### src/hdl/tmm_pkg.sv
`timescale 1ns / 1ps
// ----------------------------------------------------------------------------
// tmm_pkg: shared types and constants
// Command codes, register indexes, widths and the controller/datapath bundles
// of the transposed matrix multiply block.
// ----------------------------------------------------------------------------
package tmm_pkg;

    localparam int SIZE_W     = 5;
    localparam int SIZE_MAX   = 31;
    localparam int RESULT_CAP = 16;
    localparam int IDX_W      = 4;
    localparam int ADDR_W     = 8;
    localparam int STORE_DEPTH = 256;
    localparam int ELEM_W     = 16;
    localparam int PROD_W     = 32;
    localparam int ACC_W      = 48;
    localparam int CMD_W      = 2;
    localparam int CFG_IDX_W  = 2;

    localparam logic [CMD_W-1:0] CMD_LOAD_A  = 2'd0;
    localparam logic [CMD_W-1:0] CMD_LOAD_B  = 2'd1;
    localparam logic [CMD_W-1:0] CMD_COMPUTE = 2'd2;

    localparam logic [CFG_IDX_W-1:0] CFG_ROWS_USED  = 2'd0;
    localparam logic [CFG_IDX_W-1:0] CFG_COLS_USED  = 2'd1;
    localparam logic [CFG_IDX_W-1:0] CFG_INNER_USED = 2'd2;

    localparam logic [SIZE_W-1:0] SIZE_RESET = 5'd16;

    typedef struct packed {
        logic             load_a;
        logic             load_b;
        logic             start;
        logic             issue;
        logic             step_k;
        logic             step_col;
        logic             first;
        logic             last;
        logic             last_col;
        logic [IDX_W-1:0] col;
    } dp_cmd_t;

    typedef struct packed {
        logic [SIZE_W-1:0] ni;
        logic [SIZE_W-1:0] nj;
        logic [SIZE_W-1:0] nk;
        logic              pipe_busy;
    } dp_status_t;

endpackage

### src/hdl/tmm_ctrl.sv
`timescale 1ns / 1ps
// ----------------------------------------------------------------------------
// tmm_ctrl: request sequencer
// Accepts requests, steps column and inner counters, drains the MAC pipeline.
// ----------------------------------------------------------------------------
module tmm_ctrl (
    input  logic                       clk,
    input  logic                       rst_n,
    input  logic                       start,
    input  logic [tmm_pkg::CMD_W-1:0]  command,
    input  logic [tmm_pkg::IDX_W-1:0]  row_select,
    input  tmm_pkg::dp_status_t        status,
    output tmm_pkg::dp_cmd_t           cmd,
    output logic                       busy
);

    typedef enum logic [2:0] {
        ST_IDLE  = 3'b001,
        ST_RUN   = 3'b010,
        ST_DRAIN = 3'b100
    } state_t;

    state_t                          state_reg, state_next;
    logic [tmm_pkg::IDX_W-1:0]       j_reg, j_next;
    logic [tmm_pkg::SIZE_W-1:0]      k_reg, k_next;
    logic                            k_last, j_last, row_ok;

    assign k_last = (k_reg == status.nk - 1'b1);
    assign j_last = ({1'b0, j_reg} == status.nj - 1'b1);
    assign row_ok = ({1'b0, row_select} < status.ni);

    always_comb
    begin
        state_next = state_reg;
        j_next     = j_reg;
        k_next     = k_reg;
        cmd        = '0;
        cmd.col    = j_reg;
        unique case (state_reg)
            ST_IDLE:
            begin
                if (start)
                begin
                    unique case (command)
                        tmm_pkg::CMD_LOAD_A: cmd.load_a = 1'b1;
                        tmm_pkg::CMD_LOAD_B: cmd.load_b = 1'b1;
                        tmm_pkg::CMD_COMPUTE:
                        begin
                            if (row_ok)
                            begin
                                cmd.start  = 1'b1;
                                j_next     = '0;
                                k_next     = '0;
                                state_next = ST_RUN;
                            end
                        end
                        default: ;
                    endcase
                end
            end
            ST_RUN:
            begin
                cmd.issue    = 1'b1;
                cmd.first    = (k_reg == '0);
                cmd.last     = k_last;
                cmd.last_col = j_last;
                if (k_last)
                begin
                    k_next = '0;
                    if (j_last)
                    begin
                        state_next = ST_DRAIN;
                    end
                    else
                    begin
                        cmd.step_col = 1'b1;
                        j_next       = j_reg + 1'b1;
                    end
                end
                else
                begin
                    cmd.step_k = 1'b1;
                    k_next     = k_reg + 1'b1;
                end
            end
            ST_DRAIN:
            begin
                if (!status.pipe_busy)
                begin
                    state_next = ST_IDLE;
                end
            end
            default: state_next = ST_IDLE;
        endcase
    end

    always_ff @(posedge clk or negedge rst_n)
    begin
        if (!rst_n)
        begin
            state_reg <= ST_IDLE;
            j_reg     <= '0;
            k_reg     <= '0;
        end
        else
        begin
            state_reg <= state_next;
            j_reg     <= j_next;
            k_reg     <= k_next;
        end
    end

    assign busy = (state_reg != ST_IDLE);

endmodule

### config.mk
export PLATFORM = sky130hd
export DESIGN_NAME = tmm_ctrl
export DESIGN_NICKNAME = d
export VERILOG_FILES = /design/src/hdl/tmm_pkg.sv /design/src/hdl/tmm_ctrl.sv
export SDC_FILE = /design/constraint.sdc
export NUM_CORES = 1
export LEC_CHECK = 0
export BUFFER_PORTS_ARGS = -buffer_cell sky130_fd_sc_hd__buf_2
export CAP_MARGIN = 40
export CELL_PAD_IN_SITES_DETAIL_PLACEMENT = 1
export CELL_PAD_IN_SITES_GLOBAL_PLACEMENT = 2
export CORE_MARGIN = 2
export CORE_UTILIZATION = 31
export CTS_CLUSTER_SIZE = 12
export DETAILED_ROUTE_END_ITERATION = 16
export GPL_TIMING_DRIVEN = 1
export PLACE_DENSITY_LB_ADDON = 0.15
export SLEW_MARGIN = 20
export SYNTH_ARGS = -nofsm -noshare
export SYNTH_HDL_FRONTEND = slang
export SYNTH_SLANG_ARGS = --single-unit
### constraint.sdc
create_clock -name clk -period 5.8 [get_ports clk]
set_input_delay 0.29 -clock clk [delete_from_list [all_inputs] [get_ports clk]]
set_output_delay 0.29 -clock clk [all_outputs]
set_load 0.05 [all_outputs]
After elaboration in Yosys (flattened, before gate mapping)
Index checks and enable logic that the tools add are counted.
{"block": "word_totals", "input_bits": 25, "register_bits": 12, "ramBits": 0, "n_memories": 0, "latchBits": 0, "mem_bits_ro": 0, "elab_cells": 57}
{"block": "classes", "n_shift": 0, "mul": 0, "mux": 28, "eq_ne": 15, "bitwise_logic": 0, "n_div": 0, "n_reduce_logical": 6, "magnitude_cmp": 1, "add_sub_neg": 4}
{"cell": "$mux W3", "n": 8}
{"cell": "$mux W4", "n": 5}
{"cell": "$mux W5", "n": 4}
{"cell": "$ne A2 B2 Y1 const B", "n": 6}
{"cell": "$reduce_and A6 Y1", "n": 2}
{"cell": "$pmux W5 S2", "n": 1}
{"cell": "$sub A5 B1 Y5 const B", "n": 2}
{"cell": "$pmux W3 S3", "n": 1}
{"cell": "$pmux W4 S2", "n": 1}
{"cell": "$mux W1", "n": 7}
{"cell": "$mux W6", "n": 1}
{"cell": "$add A5 B1 Y5 const B", "n": 1}
{"cell": "$eq A4 B5 Y1", "n": 1}
{"cell": "$eq A5 B5 Y1", "n": 1}
{"cell": "$logic_not A5 Y1", "n": 1}
{"cell": "$lt A4 B5 Y1", "n": 1}
{"cell": "$add A4 B1 Y4 const B", "n": 1}
{"cell": "$reduce_and A4 Y1", "n": 1}
{"cell": "$eq A3 B1 Y1 const B", "n": 1}
{"cell": "$eq A3 B2 Y1 const B", "n": 1}
{"cell": "$eq A3 B3 Y1 const B", "n": 1}
{"cell": "$ne A3 B1 Y1 const B", "n": 1}
{"cell": "$eq A2 B1 Y1 const B", "n": 1}
{"cell": "$eq A2 B2 Y1 const B", "n": 1}
{"cell": "other kinds (3)", "n": 3}

Depth between registers and ports, before layout
Gate-level depths: netlist of run 1.
{"block": "depth", "word_depth": 5, "ltp_mapped": 8, "depth_no_buf": 8}

Worst setup path after synthesis of run 1
OpenSTA, ideal clock, no wires.
{"block": "synth_timing", "path_type": "reg-to-output", "from": "register k_reg[2] (netlist name)", "to": "output port cmd[7] (netlist name)", "arrival_time_ns": 3.599, "stages_incl_launch_ff": 7, "setup_slack_ns": 1.911, "n_path_buf": 1, "cell_sequence": "dfrtp_1 -> buf_6 -> nor2b_4 -> or3_4 -> and3_2 -> nor4_1 -> nor2b_1"}
{"element": "start, declared", "line_no": "tmm_ctrl.sv:25", "source": "logic [tmm_pkg::SIZE_W-1:0] k_reg, k_next;"}
{"element": "start signal, assigned", "line_no": "tmm_ctrl.sv:109", "source": "k_reg <= k_next;"}
{"element": "end, declared", "line_no": "tmm_ctrl.sv:13", "source": "output tmm_pkg::dp_cmd_t cmd,"}

==> results of run 1 <==
## worst paths after layout
check | slack, ns | startpoint | depth (start not counted) | to
setup / recovery | 3.22 | k_reg[2] | 6 | cmd[7]
hold / removal | 0.37 | command[0] | 3 | state_reg[0]
setup reg to reg | 3.34 | state_reg[0] | 6 | j_reg[0]
hold reg to reg | 0.53 | state_reg[0] | 2 | state_reg[0]
max in group asynchronous | 5.10 | rst_n | 2 | state_reg[0]
min in group asynchronous | 0.42 | rst_n | 2 | state_reg[1]
## critical path, stage by stage (launching register included)
cell     delay [ns]
dfrtp_1        0.48
nor2b_4        0.16
or3_4          0.38
and3_2         0.22
nor4_1         0.33
nor2b_1        0.17
buf_2          0.27
## stage by stage
step / std cells / utilization, % / setup slack, ns / area (sq um)
2_1_floorplan: 115 / - / 1.91 / 1080
3_3_place_gp: 196 / 39.3 / 3.18 / 1310
3_5_place_dp: 197 / 39.6 / 3.30 / 1320
4_1_cts: 202 / 41.0 / 3.19 / 1370
5_1_grt: 202 / 41.0 / 3.06 / 1370
6_report: 202 / 41.0 / 3.22 / 1370
## power breakdown
part | switching, mW | total [mW] | internal [mW]
sequential | 0.0120 | 0.105 | 0.0930
combinational | 0.0668 | 0.113 | 0.0460
clock | 0.0291 | 0.0673 | 0.0381
## timing repair
item | in CTS | in global routing
buffers inserted | 0 | 0
hold buffers | 1 | 0
endpoints found under the hold margin | 11 | 0
## cells in the mapped netlist (all sizes together), types with 2 or more instances
| library cell | instances |
|---|---|
| a211o | 2 |
| a211oi | 3 |
| a22o | 5 |
| buf | 2 |
| dfrtp | 11 |
| ha | 8 |
| inv | 13 |
| mux2 | 2 |
| nand2 | 3 |
| nand2b | 7 |
| nand3 | 4 |
| nor2 | 6 |
| nor2b | 3 |
| nor3 | 3 |
| nor3b | 3 |
| nor4 | 3 |
| o21ai | 2 |
| or2 | 2 |
| or3 | 2 |
| xnor2 | 11 |
| xor2 | 4 |
## kinds of logic after synthesis
family,count (synthesis),share of synthesized area [%]
simple gates,44,26.9
compound gates,17,14.1
buf+inv,16,6.57
xor+xnor,15,12.1
flops,12,27.8
fa+ha+maj,8,9.23
mux,3,3.34
## layout make-up
class	instances	area, sq um	share of cell area, %
Clock buffer	4	36.3	2.65
Inverter	13	48.8	3.57
Multi-Input combinational cell	87	712	52.1
Sequential cell	12	302	22.0
Tap cell	46	57.6	4.21
Timing Repair Buffer	40	211	15.5
## routing by layer
metal | track usage (%) | up-vias | part of all wire, %
met1 | 17.8 | 448 | 46
met4 | 5.00 | 0 | 0.71
met3 | 1.79 | 2 | 5.3
met5 | 0 | - | 0
li1 | - | 482 | -
met2 | 22.2 | 26 | 48
==> results.sh, run 1 <==
export IMPL_tightest_slew_ns=0.534
export IMPL_nNetsFinal=190
export IMPL_core_sq_um=3340
export IMPL_synthesis_area_per_instance_sq_um=9.43
export IMPL_post_synth_top_area_cell="dfrtp_1"
export IMPL_layout_commonest_cell="buf_2"
export IMPL_number_of_synthesized_flops_with_an_enable_pin=0
export IMPL_timing_final_max_slew_violations=0
export IMPL_cts_inserted_buffers=3
export IMPL_place_congestion=0.713
export IMPL_num_fill_cells=423
export IMPL_status="finished clean"
export IMPL_async_reset_ff_share_pct=100
export IMPL_grt_first_pass_wirelength_um=4300
export IMPL_rsz0062_at_grt="false"
export IMPL_clkSinkCount=12
export IMPL_synth_area_sq_um=1080
export IMPL_synthesis_nets=148
export IMPL_netlist_top_cells_area="dfrtp_1 25%, ha_1 9.2%, xnor2_1 8.9%, inv_1 4.5%, nand2b_1 4.0%"
export IMPL_crit_arrival_ns=2.29
export IMPL_clk_latency_ns=0.27
export IMPL_finalSetupViolations=0
export IMPL_hold_class="input pin to register"
export IMPL_route_antenna_remaining_nets=0
export IMPL_ctsLongestPathBuffers=2
export IMPL_hold_slack_ns=0.374
export IMPL_clk_root_buffer_cell="clkbuf_4"
export IMPL_global_route_overflow_total=0
export IMPL_largest_register_ff_count=5
export IMPL_tritoncts="yes"
export IMPL_h_tree_depth=1
export IMPL_drive_gt1_share_pct=39.1
export IMPL_drt_wl_total_um=2530
export IMPL_postCtsResizedCells=0
export IMPL_maxSlewHeadroom_pct=64.2
export IMPL_cp_data_required_time_ns=5.51
export IMPL_timing_max_cap_violations=0
export IMPL_path_clk_slew_ns=0.08
export IMPL_syn2layout_area_growth_pct=26.1
export IMPL_timing_final_crit_period_ns=2.58
export IMPL_finalHoldViolCount=0
export IMPL_route_detailed_drc=0
export IMPL_top_library_cells_by_usage_in_the_layout_fill_and_taps_aside="38 x buf_2, 13 x inv_1, 11 x xnor2_1, 11 x dfrtp_1, 8 x ha_1"
export IMPL_crit_path_end_kind="output pin"
export IMPL_avgRoutedWirePerCell_um=12.5
export IMPL_routed_via_count=958
export IMPL_synth_ff_latch_count=12
export IMPL_placement_rows=21
export IMPL_ys_seq_area_share_pct=27.8
export IMPL_power_density_nw_per_um2=208
export IMPL_diodes=0
export IMPL_drt_initial_drc_count=21
export IMPL_drt_first_pass_iters=4
export IMPL_netlist_instances=115
export IMPL_fp_dieArea_sq_um=3990
export IMPL_power_leakage_nw=0.697
export IMPL_maxClockFrequency_ghz=0.387
export IMPL_synth_yosys_warnings=0
export IMPL_grt_start_max_net_pins=13
export IMPL_netlist_cell_type_count=43
export IMPL_crit_fanout=8
export IMPL_synth_main_ff_cell="dfrtp_1"
export IMPL_ir_worst_vdd_v=0.000135
export IMPL_critPathKind="register to output pin"
export IMPL_detail_route_vias_per_cell=4.74
export IMPL_initial_util_pct=32.5
export IMPL_port_buffers=38
export IMPL_die_width_um=63.2
export IMPL_grt_use_total_pct=13.4
export IMPL_setup_total_negative_slack_ns=0
export IMPL_via_count_of_the_first_global_routing_pass=946
export IMPL_die_height_um=63.2
export IMPL_detailed_place_hpwl_um=2160
export IMPL_grt_antenna_before_repair=0
export IMPL_top_area_cell_type_share_of_the_netlist_area_pct=25.4
export IMPL_fin_worst_skew_ns=0.00302
export IMPL_io_pins=39
export IMPL_final_period_utilization_pct=44.5
export IMPL_total_power_mw=0.285
export IMPL_setup_worst_path_start_class="register"
No activity file was read; power rests on OpenSTA's default activity.
==> inputs of run 2 (changes only) <==
Settings changed: CORE_UTILIZATION 31 to 28.
Clock period 5.8 ns to 2.7 ns, I/O delays scaled along.
==> run 2 against run 1 <==
Against the previous run: register-to-register slack lost 3.0 ns; final area grew 3.8%; critical path depth unchanged; combinational power increased by 120%; clock skew grew 0.00059 ns; via count grew 4.2%; global-route usage rose by 0.20 points; total power up 140%; sequential share of layout area is 0.80 points lower; routed wire length is 4.6% higher; cell count rose by 0.99%.
==> results.sh, run 2 (synthesized netlist as in run 1, its figures left out) <==
export IMPL_drive_gt1_share_pct=41.0
export IMPL_fp_dieArea_sq_um=4390
export IMPL_grt_antenna_before_repair=0
export IMPL_initial_util_pct=29.4
export IMPL_total_power_mw=0.675
export IMPL_timing_final_max_slew_violations=0
export IMPL_worst_path_buf_inv=0
export IMPL_hold_class="input pin to register"
export IMPL_io_pins=39
export IMPL_grt_use_total_pct=13.6
export IMPL_path_clk_slew_ns=0.06
export IMPL_place_congestion=0.692
export IMPL_via_count_of_the_first_global_routing_pass=1004
export IMPL_drt_first_pass_iters=3
export IMPL_num_fill_cells=459
export IMPL_crit_path_top_delay_cell="dfrtp_1"
export IMPL_timing_max_cap_violations=0
export IMPL_layout_commonest_cell="buf_2"
export IMPL_detailed_place_hpwl_um=2260
export IMPL_min_path_cells=3
export IMPL_timing_reg2reg_worst_path_depth=6
export IMPL_grt_start_max_net_pins=13
export IMPL_drt_wl_total_um=2640
export IMPL_power_leakage_nw=0.711
export IMPL_largest_register_ff_count=5
export IMPL_port_buffers=38
export IMPL_global_route_overflow_total=0
export IMPL_detail_route_vias_per_cell=4.89
export IMPL_worst_hold_startpoint="command[0]"
export IMPL_avgRoutedWirePerCell_um=13.0
export IMPL_status="finished clean"
export IMPL_diodes=0
export IMPL_finish_utilization_pct=38.5
export IMPL_grt_first_pass_wirelength_um=4640
export IMPL_maxClockFrequency_ghz=0.431
export IMPL_critical_path_reg2reg_startpoint="k_reg[2]"
export IMPL_dpl_instance_area_sq_um=1350
export IMPL_crit_fanout=8
export IMPL_clkSinkCount=12
export IMPL_placement_rows=22
export IMPL_syn2layout_area_growth_pct=30.8
export IMPL_r2r_slack_ns=0.38
export IMPL_critPathKind="register to register"
export IMPL_worst_r2r_endpoint="j_reg[0]"
export IMPL_cts_inserted_buffers=3
export IMPL_cell_chain_critical_path="nor2b_4 > or3_4 > a311oi_4 > nor2_4 > or3_4 > mux2_4"
export IMPL_tritoncts="yes"
export IMPL_ir_worst_vdd_v=0.000384
export IMPL_final_period_utilization_pct=85.9
export IMPL_setup_ws_ns=0.381
export IMPL_path_depth=6
export IMPL_fin_worst_skew_ns=0.00361
export IMPL_finalSetupViolations=0
export IMPL_ctsLongestPathBuffers=2
export IMPL_core_sq_um=3690
export IMPL_top_library_cells_by_usage_in_the_layout_fill_and_taps_aside="38 x buf_2, 13 x inv_1, 11 x xnor2_1, 11 x dfrtp_1, 8 x ha_1"
export IMPL_crit_arrival_ns=2.44
export IMPL_postCtsResizedCells=0
export IMPL_cp_data_required_time_ns=2.83
export IMPL_hold_slack_ns=0.234
export IMPL_tightest_slew_ns=0.485
export IMPL_setup_worst_path_start_class="register"
export IMPL_timing_final_crit_period_ns=2.32
export IMPL_max_stage_delay_ns=0.47
export IMPL_postCtsSetupRepairBufs=0
export IMPL_route_detailed_drc=0
export IMPL_drt_initial_drc_count=14
export IMPL_clk_latency_ns=0.24
export IMPL_maxSlewHeadroom_pct=67.4
export IMPL_setup_total_negative_slack_ns=0
export IMPL_die_width_um=66.2
export IMPL_timing_critical_path_max_delay_family="simple AND/OR/NAND/NOR gates"
export IMPL_routed_via_count=998
export IMPL_finalHoldViolCount=0
export IMPL_h_tree_depth=1
export IMPL_clk_root_buffer_cell="clkbuf_8"
export IMPL_hold_crit_endpoint="state_reg[0]"
export IMPL_die_height_um=66.2
export IMPL_final_cell_area_sq_um=1420
export IMPL_crit_path_end_kind="register"
export IMPL_route_antenna_remaining_nets=0
export IMPL_layout_cells_non_filler=204
export IMPL_pre_cts_slack_ns=0.366
export IMPL_nNetsFinal=190
export IMPL_rsz0062_at_grt="false"
export IMPL_worst_path_most_repeated_cell="or3_4"
export IMPL_post_place_cells=199
export IMPL_power_density_nw_per_um2=476
[run 2: cell types whose count changed in the layout (fill, tap and decap cells not counted)]
cell	change
a211oi_1	-1
a211oi_4	+1
buf_4	+1
clkbuf_4	-3
clkbuf_8	+3
clkdlybuf4s15_2	-1
nor4_1	-1
nor4_4	+1
nor4b_1	-1
nor4b_2	+1
[run 2: how the worst max path moves through the flow]
stage	startpoint	endpoint
after floorplan	k_reg[2]	cmd[7]
after global placement	status[1]	j_reg[0]
after detailed placement	status[1]	j_reg[0]
after CTS	k_reg[2]	j_reg[0]
after global routing	k_reg[2]	cmd[7]
final	k_reg[2]	j_reg[0]
[run 2: routing by layer]
metal | up-vias | track usage, % | wire length [um]
met3 | 4 | 2.73 | 144
met5 | - | 0 | 0
li1 | 487 | - | -
met2 | 27 | 23.1 | 1310
met1 | 480 | 17.4 | 1170
met4 | 0 | 3.83 | 25
[run 2: area by class of cell]
class                      count  area, sq um  share of cell area [%]
timing repair buffer          40          208                    14.6
tap                           48         60.1                    4.23
multi-input combinational     87          746                    52.6
clock buffer                   4         55.1                    3.88
sequential                    12          302                    21.3
inverter                      13         48.8                    3.44
[run 2: report_power, final]
part / total (mW) / switching [mW] / internal [mW]
clock: 0.194 / 0.0658 / 0.129
sequential: 0.227 / 0.0264 / 0.200
combinational: 0.254 / 0.153 / 0.101
total: 0.675 / 0.245 / 0.430
[run 2: worst register-to-register path, cell delays in order (launching register included)]
cell      delay, ns
dfrtp_1        0.47
nor2b_4        0.17
or3_4          0.38
a311oi_4       0.40
nor2_4         0.10
or3_4          0.42
mux2_4         0.26
[run 2: what timing repair did]
action,4_1_cts,5_1_grt
setup endpoints to repair,0,0
hold endpoints to repair,11,0
hold buffers,1,0
==> inputs of run 3 (changes only) <==
Settings changed: CORE_UTILIZATION 28 to 31.
Clock period 2.7 ns to 3 ns, I/O delays scaled along.
==> run 3 against run 2 <==
Against the previous run: critical path depth is the same; maximum frequency shrank 0.15%; combinational power shrank 12%; count of clock-buffer cells in the layout is the same; final area shrank 3.1%; sequential share of layout area grew 0.68 points; critical path type unchanged.
==> results.sh, run 3 (synthesized netlist as in run 1, its figures left out) <==
export IMPL_layout_cells_non_filler=202
export IMPL_drt_initial_drc_count=14
export IMPL_crit_arrival_ns=2.50
export IMPL_min_path_cells=3
export IMPL_avgRoutedWirePerCell_um=13.0
export IMPL_io_pins=39
export IMPL_finish_utilization_pct=41.2
export IMPL_hold_crit_endpoint="state_reg[0]"
export IMPL_syn2layout_area_growth_pct=26.8
export IMPL_ctsLongestPathBuffers=2
export IMPL_grt_use_met2_pct=25.4
export IMPL_final_period_utilization_pct=77.4
export IMPL_placement_rows=21
export IMPL_cts_hold_buf=1
export IMPL_hold_class="input pin to register"
export IMPL_layout_commonest_cell="buf_2"
export IMPL_detail_route_vias_per_cell=4.82
export IMPL_power_leakage_nw=0.699
export IMPL_via_count_of_the_first_global_routing_pass=1063
export IMPL_postCtsResizedCells=0
export IMPL_final_cell_area_sq_um=1380
export IMPL_path_clk_slew_ns=0.09
export IMPL_grt_antenna_before_repair=0
export IMPL_port_buffers=38
export IMPL_clk_root_buffer_cell="clkbuf_4"
export IMPL_cell_chain_critical_path="nor2b_4 > or3_4 > a311oi_4 > nor2_4 > or3_4 > mux2_4"
export IMPL_critPathKind="register to register"
export IMPL_total_power_mw=0.561
export IMPL_place_congestion=0.709
export IMPL_maxSlewHeadroom_pct=70.2
export IMPL_cp_data_required_time_ns=3.17
export IMPL_grt_start_max_net_pins=13
export IMPL_max_stage_delay_ns=0.47
export IMPL_crit_fanout=8
export IMPL_route_detailed_drc=0
export IMPL_rsz0062_at_grt="false"
export IMPL_tritoncts="yes"
export IMPL_timing_final_max_slew_violations=0
export IMPL_timing_max_cap_violations=0
export IMPL_setup_total_negative_slack_ns=0
export IMPL_drive_gt1_share_pct=40.4
export IMPL_core_sq_um=3340
export IMPL_r2r_slack_ns=0.68
export IMPL_post_place_cells=197
export IMPL_busiest_layer="met2"
export IMPL_num_fill_cells=430
export IMPL_finalSetupViolations=0
export IMPL_critical_path_reg2reg_startpoint="k_reg[2]"
export IMPL_worst_r2r_endpoint="j_reg[0]"
export IMPL_die_height_um=63.2
export IMPL_worst_path_most_repeated_cell="or3_4"
export IMPL_largest_register_ff_count=5
export IMPL_fin_worst_skew_ns=0.00877
export IMPL_postCtsSetupRepairBufs=0
export IMPL_crit_path_end_kind="register"
export IMPL_die_width_um=63.2
export IMPL_global_route_usage_met1_pct=18.2
export IMPL_route_antenna_remaining_nets=0
export IMPL_clkSinkCount=12
export IMPL_fp_dieArea_sq_um=3990
export IMPL_clk_latency_ns=0.28
export IMPL_crit_path_top_delay_cell="dfrtp_1"
export IMPL_global_route_overflow_total=0
export IMPL_initial_util_pct=32.5
export IMPL_power_density_nw_per_um2=408
export IMPL_hold_slack_ns=0.192
export IMPL_grt_first_pass_wirelength_um=4760
export IMPL_setup_ws_ns=0.678
export IMPL_ir_worst_vdd_v=0.000190
export IMPL_finalHoldViolCount=0
export IMPL_status="finished clean"
export IMPL_top_library_cells_by_usage_in_the_layout_fill_and_taps_aside="38 x buf_2, 13 x inv_1, 11 x xnor2_1, 11 x dfrtp_1, 8 x ha_1"
export IMPL_detailed_place_hpwl_um=2240
export IMPL_drt_first_pass_iters=3
export IMPL_nNetsFinal=190
export IMPL_met3_usage_pct=2.68
export IMPL_grt_use_total_pct=14.7
export IMPL_cts_inserted_buffers=3
export IMPL_timing_reg2reg_worst_path_depth=6
export IMPL_tightest_slew_ns=0.446
export IMPL_worst_hold_startpoint="command[0]"
export IMPL_h_tree_depth=1
export IMPL_dpl_instance_area_sq_um=1330
export IMPL_setup_worst_path_start_class="register"
export IMPL_timing_final_crit_period_ns=2.32
export IMPL_maxClockFrequency_ghz=0.431
export IMPL_routed_via_count=973
export IMPL_pre_cts_slack_ns=0.670
export IMPL_drt_wl_total_um=2620
export IMPL_diodes=0
## run 3: changes by cell type in the layout (fill, tap and decap cells not counted)
cell	previous run	this run
a211oi_2	0	1
a211oi_4	1	0
clkbuf_4	0	3
clkbuf_8	4	1
nor4_2	0	1
nor4_4	1	0
nor4b_1	0	1
nor4b_2	1	0
## run 3: power by group
group          internal [mW]  switching (mW)
registers              0.180          0.0252
clock network         0.0739          0.0588
logic                 0.0898           0.133
total                  0.343           0.217
## run 3: worst max path at each step
stage	start	end	slack, ns	depth (start not counted)
6_report	k_reg[2]	j_reg[0]	0.68	6
3_5_place_dp	state_reg[0]	j_reg[0]	0.67	6
3_3_place_gp	status[1]	j_reg[0]	0.72	9
4_1_cts	state_reg[0]	j_reg[0]	0.64	6
5_1_grt	state_reg[0]	j_reg[0]	0.50	6
2_1_floorplan	k_reg[2]	cmd[7]	-0.14	6
## run 3: layout make-up
cell class                 instances  area (sq um)  share of cell area (%)
clock buffer                       4          36.3                    2.64
inverter                          13          48.8                    3.55
multi-input combinational         87           723                    52.6
sequential                        12           302                    21.9
tap                               46          57.6                    4.19
timing repair buffer              40           208                    15.1
## run 3: critical path, delay by kind of cell, from the launching register on
kind / cells / cell delay (ns)
mux: 1 / 0.26
compound gates: 1 / 0.41
flops: 1 / 0.47
simple gates: 4 / 1.07
## run 3: routing by layer
metal | part of all wire (%) | up-vias
met5 | 0 | -
met4 | 0.95 | 0
met3 | 5.1 | 4
met2 | 48 | 26
met1 | 46 | 456
li1 | - | 487
